### src/rtl/mandelbrot_escape_time_top_assert.svh
`ifndef MANDELBROT_ESCAPE_TIME_TOP_ASSERT_SVH
`define MANDELBROT_ESCAPE_TIME_TOP_ASSERT_SVH

// Same-cycle implication, checked on every rising edge outside reset.
`define MBET_ASSERT_IMP(label, clk, rst, ante, cons) \
   label: assert property (@(posedge clk) disable iff (rst) (ante) |-> (cons)) \
      else $error("same-cycle check failed");

// Next-cycle implication, checked on every rising edge outside reset.
`define MBET_ASSERT_NXT(label, clk, rst, ante, cons) \
   label: assert property (@(posedge clk) disable iff (rst) (ante) |=> (cons)) \
      else $error("next-cycle check failed");

`endif

### src/rtl/mbet_pkg.sv
`timescale 1ns / 1ps

package mbet_pkg;

   localparam int WORD_BITS      = 32;
   localparam int PIX_BITS       = 10;
   localparam int COUNT_BITS     = 8;
   localparam int CSR_INDEX_BITS = 3;

   // Escape radius squared is 4, held as its base-two logarithm.
   localparam int ESC_RADIUS_SQ_LOG2 = 2;

   localparam logic [COUNT_BITS-1:0] DEFAULT_LIMIT = 8'd30;

   localparam logic [CSR_INDEX_BITS-1:0] CSR_LEFT_EDGE      = 3'd0;
   localparam logic [CSR_INDEX_BITS-1:0] CSR_TOP_EDGE       = 3'd1;
   localparam logic [CSR_INDEX_BITS-1:0] CSR_X_STEP         = 3'd2;
   localparam logic [CSR_INDEX_BITS-1:0] CSR_Y_STEP         = 3'd3;
   localparam logic [CSR_INDEX_BITS-1:0] CSR_MAX_ITERATIONS = 3'd4;

   typedef struct packed {
      logic [PIX_BITS-1:0] pixel_col;
      logic [PIX_BITS-1:0] pixel_row;
   } req_payload_type;

   typedef struct packed {
      logic [PIX_BITS-1:0]   out_col;
      logic [PIX_BITS-1:0]   out_row;
      logic [COUNT_BITS-1:0] iteration_count;
   } rsp_payload_type;

   // Commands from the controller to the datapath.
   typedef struct packed {
      logic load;      // capture the pixel coordinate
      logic map;       // form c and clear z and the count
      logic mul;       // register the three products of z
      logic update;    // take the next z and bump the count
      logic out_load;  // move the finished result to the output register
   } dp_cmd_type;

   // Status from the datapath to the controller.
   typedef struct packed {
      logic at_limit;  // count has reached the iteration limit
      logic escaped;   // |z|^2 is at or beyond the escape radius squared
   } dp_status_type;

endpackage

### src/rtl/mbet_controller.sv
`timescale 1ns / 1ps
`include "mandelbrot_escape_time_top_assert.svh"

module mbet_controller import mbet_pkg::*; (
   input  logic          clock,
   input  logic          reset,
   input  logic          req_valid,
   output logic          req_stall,
   output logic          rsp_valid,
   input  logic          rsp_stall,
   input  dp_status_type status,
   output dp_cmd_type    cmd
);

   typedef enum logic [2:0] {
      ST_IDLE,
      ST_MAP,
      ST_MUL,
      ST_UPD,
      ST_DONE
   } state_type;

   state_type state_ff, state_in;
   logic      rsp_valid_ff, rsp_valid_in;
   logic      req_fire, out_free;

   assign req_stall = (state_ff != ST_IDLE);
   assign req_fire  = req_valid && !req_stall;
   assign out_free  = !rsp_valid_ff || !rsp_stall;

   always_comb begin
      state_in = state_ff;
      cmd      = '0;
      unique case (state_ff)
         ST_IDLE: begin
            if (req_fire) begin
               cmd.load = 1'b1;
               state_in = ST_MAP;
            end
         end
         ST_MAP: begin
            cmd.map  = 1'b1;
            state_in = ST_MUL;
         end
         ST_MUL: begin
            if (status.at_limit) begin
               state_in = ST_DONE;
            end else begin
               cmd.mul  = 1'b1;
               state_in = ST_UPD;
            end
         end
         ST_UPD: begin
            if (status.escaped) begin
               state_in = ST_DONE;
            end else begin
               cmd.update = 1'b1;
               state_in   = ST_MUL;
            end
         end
         ST_DONE: begin
            if (out_free) begin
               cmd.out_load = 1'b1;
               state_in     = ST_IDLE;
            end
         end
         default: state_in = ST_IDLE;
      endcase
   end

   always_comb begin
      if (cmd.out_load) begin
         rsp_valid_in = 1'b1;
      end else if (rsp_valid_ff && !rsp_stall) begin
         rsp_valid_in = 1'b0;
      end else begin
         rsp_valid_in = rsp_valid_ff;
      end
   end

   always_ff @(posedge clock) begin
      if (reset) begin
         state_ff     <= ST_IDLE;
         rsp_valid_ff <= 1'b0;
      end else begin
         state_ff     <= state_in;
         rsp_valid_ff <= rsp_valid_in;
      end
   end

   assign rsp_valid = rsp_valid_ff;

   `MBET_ASSERT_NXT(a_accept_maps, clock, reset, req_fire, state_ff == ST_MAP)
   `MBET_ASSERT_NXT(a_map_then_mul, clock, reset, state_ff == ST_MAP, state_ff == ST_MUL)
   `MBET_ASSERT_IMP(a_no_overwrite, clock, reset, cmd.out_load, !(rsp_valid_ff && rsp_stall))
   `MBET_ASSERT_NXT(a_limit_ends, clock, reset, (state_ff == ST_MUL) && status.at_limit,
                    state_ff == ST_DONE)

endmodule

### config.mk
export PLATFORM = sky130hd
export DESIGN_NAME = mbet_controller
export DESIGN_NICKNAME = d
export VERILOG_FILES = /design/src/rtl/mbet_pkg.sv /design/src/rtl/mbet_controller.sv
export VERILOG_INCLUDE_DIRS = /design/src /design/src/rtl
export SDC_FILE = /design/constraint.sdc
export NUM_CORES = 1
export LEC_CHECK = 0
export BUFFER_PORTS_ARGS = -buffer_cell sky130_fd_sc_hd__buf_2
export CORE_AREA = 3 3 40 42
export DETAILED_ROUTE_END_ITERATION = 6
export DIE_AREA = 0 0 43 45
export HOLD_SLACK_MARGIN = 0.15
export SLEW_MARGIN = 0
export SYNTH_ARGS = -nofsm -noshare
export SYNTH_HDL_FRONTEND = slang
export SYNTH_SLANG_ARGS = --single-unit
### constraint.sdc
create_clock -name clock -period 1.6 [get_ports clock]
set_clock_uncertainty 0.1 [all_clocks]
set_input_delay 0.08 -clock clock [delete_from_list [all_inputs] [get_ports clock]]
set_output_delay 0.08 -clock clock [all_outputs]
set_load 0.1 [all_outputs]
==> results.md, run 1 <==
- Status: finished clean
- Pre-CTS setup slack: 0.183 ns
- Worst-path fanout max: 7
- Hold Path Class: flop to flop
- Post-DRT Antenna Nets: 0
- Port Buffer Count: 12
- Clk root buf: clkbuf_4
- Worst-margin pin slew: between 0.4 and 0.5 ns
- Antenna violations before repair: 0
- Crit path from: state_ff[1]
- WL final: 607 µm
- R2R setup slack: approximately 0.4 ns
- Vias per cell: 4.25
- Most common cell after layout, fill and taps aside: buf_2
- Critical path required time: between 1 and 1.5 ns
- Worst Path Arrival: about 1.4 ns
- Io pins: 13
- Fill cells: 132
- FF-to-FF End: state_ff[1]
- Startpoint types: flop
- Fraction of layout cells with a size suffix above 1: 52.3%
- Power Dens Cells: ~850 nW/µm²
- R2r worst-path depth: 2
- First-pass GRT wire length: between 1000 and 1500 µm
- Register area share after synthesis: around 36%
- Rows: 13
- Largest net degree at the start of global routing: 9
- Max-cap viol count: 0
- Net count after synthesis: 31
- Reg clk slew, reported paths: 0.04 ns
- Synthesized cell area: about 220 µm²
- Kind of critical path: flop to output port
- Final Cycle Share: between 90% and 100%
- Die ar.: 1940 µm²
- Post-Synthesis Cells: 25
- Sequential cell area: 81.3 µm²
- Hold slack: roughly 0.40 ns
- CTS tree: built
- Top sig layer: met3
- Final setup vio count: 0
- Max-Slew Margin vs Limit: about two thirds
- Die Span Y: 45 µm
- WL met3: around 27 µm
- DRT met1 WL: approximately 240 µm
- DRC viols: 0
- Worst setup path endpoint: cmd[0]
- Most frequent cells in the layout: buf_2, dlygate4sd3_1, nor3_2, buf_12
- Via count: 251
- Placer Congestion: ~0.63
- Fin. max-slew vios: 0
- H-tree depth: 1
- Netlist cell types: 15
- Mean area per synthesized cell: just under 9 µm²
- N_diodes: 0
- Metal2 WL: 343 µm
- Worst setup margin: about 0.053 ns
- Area of the multi-input gates: between 100 and 150 µm²
- DRT Pass-1 Iters: 2
- Peak supply drop: around 230 µV
- Minimum clock period: around 1.5 ns
- Fmax: about 650 MHz
- FF-to-FF Start: state_ff[1]
- Yosys Warn Count: 0
- Number of global-route vias before repair: ~250
- Area leader, netlist: dfxtp_1
- Num CTS Buffers: 3
- Drt initial violations: 1
- Nets: 52
- Post-CTS setup buffer count: 0
- FF+latch count, synth: 4
- Final Hold Viols: 0
- Wire per inst: 10.3 µm
- Post-detailed-placement half-perimeter wirelength: ~470 µm
- Largest cells by area after synthesis: dfxtp_1, a2111oi_1, nor3_1, nand2b_1, buf_6
- Total track usage: under 10%
- Leak: around 0.19 nW
- Clock buffer depth: 2
- Crit end category: output port
- Core Footprint: ~1300 µm²
- Skew-Pair Late Insertion Delay: 0.23 ns
- DIE WIDTH: 43 µm
- Synth top area share: a little over a third
- Effective utilization at floorplan: 17.3%
- Syn-to-layout area delta: 102%
- GR Overflow Total: 0
- Clock sink total: 4
- RSZ-0062 raised after global routing: no
- Fin util: 35.1%
- Power Total: 0.000382 W
==> worst max-delay path: stages, from the launching register on <==
cell and delay, ns:
dfxtp_1 0.36, or3b_4 0.43, a21oi_2 0.16, buf_12 0.19
==> cells in the mapped netlist, drive strengths merged <==
library cell,n
dfxtp,4
nor3,4
nand2b,3
a2111oi,2
a21oi,2
buf,2
and3,1
inv,1
mux2i,1
nand2,1
nand3b,1
o32ai,1
or3,1
or3b,1
==> report_power, final <==
group / switching [W] / internal [W]
Sequential: 0.00000843 / 0.000106
Clock: 0.0000360 / 0.0000835
Combinational: 0.000103 / 0.0000447
Total: 0.000148 / 0.000234
==> metal layers <==
metal | vias to the layer above | global-route usage [%]
met5 | - | 0
met4 | 0 | 7.23
met3 | 0 | 1.20
met2 | 5 | 12.3
met1 | 113 | 7.47
li1 | 133 | -
==> sequential cells by signal (all words and copies together), names as in the netlist <==
register,cells
state_ff,3
rsp_valid,1
==> through the flow <==
step | setup TNS (ns) | std cells | instance area [µm²]
final | 0 | 59 | 450
after floorplan | -1.07 | 25 | 243
after detailed placement | 0 | 51 | 370
after global routing | 0 | 59 | 450
after global placement | 0 | 51 | 370
after CTS | 0 | 59 | 447
==> cell type report <==
type,instances,area share (%)
Clock buffer,3,5.00
Inverter,1,0.833
Multi-Input combinational cell,18,32.5
Sequential cell,4,18.1
Tap cell,15,4.17
Timing Repair Buffer,18,39.4
==> worst min-delay path by stage <==
stage                     startpoint        end  slack (ns)  cells past startpoint
after floorplan                reset  rsp_valid        0.05                      1
after global placement         reset  rsp_valid        0.21                      2
after detailed placement       reset  rsp_valid        0.22                      2
after CTS                  rsp_valid  rsp_valid        0.40                      2
after global routing       rsp_valid  rsp_valid        0.42                      2
final                      rsp_valid  rsp_valid        0.40                      2
==> cell families (layout without fill, tap and decap cells) <==
logic type / count (synthesis) / after routing / synth area share, %
DFF: 4 / 4 / 36.0
muxes: 1 / 1 / 4.49
buffers and inverters: 3 / 22 / 10.1
AOI/OAI and AO/OA: 5 / 5 / 17.4
and+or+nand+nor: 12 / 12 / 32.0
==> repair_timing <==
item                                    in CTS  in global routing
endpoints found under the hold margin        4                  0
endpoints found under the setup margin       1                  1
hold buffers                                 5                  0
resized for setup                            1                  2
Power figures use the tool's default switching activity.
==> run 2: changes to the inputs <==
--- a/config.mk
+++ b/config.mk
@@ -10,6 +10,7 @@
 export CORE_AREA = 3 3 40 42
 export DETAILED_ROUTE_END_ITERATION = 6
 export DIE_AREA = 0 0 43 45
+export GPL_TIMING_DRIVEN = 0
 export HOLD_SLACK_MARGIN = 0.15
 export SLEW_MARGIN = 0
 export SYNTH_ARGS = -nofsm -noshare
==> constraint.sdc (replaced) <==
create_clock -name clock -period 1.85 [get_ports clock]
set_clock_uncertainty 0.1 [all_clocks]
set_input_delay 0.0925 -clock clock [delete_from_list [all_inputs] [get_ports clock]]
set_output_delay 0.0925 -clock clock [all_outputs]
set_load 0.1 [all_outputs]
==> run 2 against run 1 <==
Effect of this change: first-iteration DRC count grew to 4.0 times the previous value; clock power fell by 15%; sequential power shrank 16%; die area stayed put; largest power group unchanged.
==> results.md, run 2 (synthesized netlist as in run 1, its figures left out) <==
- Status: finished clean
- Hold Path Class: flop to flop
- Crit path from: state_ff[2]
- CTS tree: built
- FF-to-FF Start: state_ff[2]
- Clock buffer depth: 2 (unchanged)
- N_diodes: 0 (unchanged)
- Nets: 56 (+7.7%)
- GR Overflow Total: 0 (unchanged)
- Final setup vio count: 0 (unchanged)
- Power Total: 0.000321 W (-16%)
- Fraction of layout cells with a size suffix above 1: 41.7% (-11 points)
- Num CTS Buffers: 3 (unchanged)
- Final Hold Viols: 0 (unchanged)
- DIE WIDTH: 43 µm (unchanged)
- Worst setup margin: 0.0743 ns (+0.0217 ns)
- Largest net degree at the start of global routing: 9 (unchanged)
- Total track usage: 6.83% (-0.42 points)
- Worst Path Arrival: 1.58 ns (+0.21 ns)
- Hold Startpoint: state_ff[2]
- Final Cycle Share: 96.0%
- Antenna violations before repair: 0 (unchanged)
- Io pins: 13 (unchanged)
- Sw Share: 38.6% (-0.11 points)
- R2R setup slack: 0.15 ns (-0.25 ns)
- RSZ-0062 raised after global routing: no
- Reg clk slew, reported paths: 0.04 ns (about the same)
- Worst-path cell chain: or3b_1 > a21oi_1 > buf_4 > buf_4
- DRC viols: 0 (unchanged)
- Dpl cells: 52 (+2.0%)
- Crit end category: output port
- Crit path largest cell delay: 0.42 ns (about the same)
- Leak: 0.194 nW (+3.4%)
- Max-cap viol count: 0 (unchanged)
- Minimum clock period: 1.78 ns
- Placer Congestion: 0.706 (+12%)
- Kind of critical path: flop to output port
- Worst-path fanout max: 7 (unchanged)
- Die ar.: 1940 µm² (unchanged)
- Post-CTS setup buffer count: 0 (unchanged)
- Rows: 13 (unchanged)
- Clock sink total: 4 (unchanged)
- CP top delay family: flip-flops
- Post-detailed-placement half-perimeter wirelength: 404 µm (-13%)
- Worst Path Buf+Inv: 2 (+1)
- WL final: 556 µm (-8.4%)
- Most used cell, CP: buf_4
- First-pass GRT wire length: 966 µm (-4.7%)
- Skew-Pair Late Insertion Delay: 0.23 ns (about the same)
- Fin. max-slew vios: 0 (unchanged)
- Most frequent cells in the layout: buf_2, dlygate4sd3_1, dfxtp_1
- Internal power: 0.000197 W (-16%)
- Worst path slowest cell: dfxtp_1
- Clk root buf: clkbuf_4
- Via count: 269 (+7.2%)
- Critical path required time: 1.66 ns (+0.24 ns)
- Max reg flops: 3 (unchanged)
- P_sw: 0.000124 W (-16%)
- Core Footprint: 1280 µm² (unchanged)
- Port Buffer Count: 12 (unchanged)
- Most flops, register: state_ff
- Effective utilization at floorplan: 17.3% (unchanged)
- Startpoint types: flop
- Vias per cell: 4.27 (+0.37%)
- Clock network power share: 31.7% (+0.4 points)
- Most common cell after layout, fill and taps aside: buf_2
- Power Dens Cells: 762 nW/µm² (-10%)
- Number of global-route vias before repair: 258 (+2.4%)
- DRT Pass-1 Iters: 2 (unchanged)
- Seq pwr share: 29.6% (-0.3 points)
- Max-Slew Margin vs Limit: 67.8% (-0.084 points)
- Peak supply drop: 198 µV (-13%)
- Fmax: 563 MHz
- Die Span Y: 45 µm (unchanged)
- Post-DRT Antenna Nets: 0 (unchanged)
- H-tree depth: 1 (unchanged)
- Drt initial violations: 4 (+3)
- Pre-CTS setup slack: 0.192 ns (+0.00937 ns)
- Worst-margin pin slew: 0.487 ns (+0.00127 ns)
- Combinational power share: 38.7% (about the same)
- Syn-to-layout area delta: 89.3%
- Non-filler cells in the finished layout: 63 (+6.8%)
- Wire per inst: 8.83 µm (-14%)
## run 2: changes by cell type in the layout (fill, tap and decap cells not counted), sizes merged
cell	before	now
buf	13	14
dlygate4sd3	5	8
## run 2: cell type report
type                       count  area [µm²]
buffer                         2        18.8
clock buffer                   3        22.5
fill                         140         863
inverter                       1        3.75
multi-input combinational     18         135
sequential                     4        80.1
tap                           15        18.8
timing repair buffer          20         143
## run 2: timing repair
item | 4_1_cts | 5_1_grt
endpoints found under the hold margin | 4 | 0
hold buffers | 8 | 0
resized for setup | 1 | 1
endpoints found under the setup margin | 1 | 1
## run 2: worst reg2reg max path: cells and delay by family (launching register included)
family                 cells  cell delay [ns]
AOI/OAI and AO/OA          1             0.15
DFF                        1             0.42
and+or+nand+nor            1             0.41
buffers and inverters      1             0.55
## run 2: final timing paths
path                  to  cells past startpoint
max               cmd[0]                      4
min          state_ff[1]                      1
min reg2reg  state_ff[1]                      1
max reg2reg    rsp_valid                      3
## run 2: through the flow
| stage | util, % | area, µm² | setup TNS, ns | hold slack, ns |
|---|---|---|---|---|
| 2_1_floorplan | - | 233 | -1.79 | 0.0616 |
| 3_3_place_gp | 24.2 | 312 | 0 | 0.224 |
| 3_5_place_dp | 24.2 | 312 | 0 | 0.220 |
| 4_1_cts | 32.4 | 417 | 0 | 0.438 |
| 5_1_grt | 32.8 | 422 | 0 | 0.495 |
| 6_report | 32.8 | 422 | 0 | 0.450 |
## run 2: per-layer routing
layer / global-route usage, % / vias to the layer above / wire [µm]
li1: - / 139 / -
met1: 7.47 / 123 / 233
met2: 10.8 / 7 / 275
met3: 2.39 / 0 / 47
met4: 5.42 / 0 / 0
met5: 0 / - / 0
## run 2: power by group through the flow
stage / clock [W] / combinational (W) / sequential (W)
finish: 0.000102 / 0.000124 / 0.0000952
global route: 0.000115 / 0.000130 / 0.0000961
CTS: 0.000110 / 0.000123 / 0.0000953
detailed placement: 0 / 0.000111 / 0.0000965
global placement: 0 / 0.000110 / 0.0000966
floorplan: 0 / 0.0000895 / 0.0000981
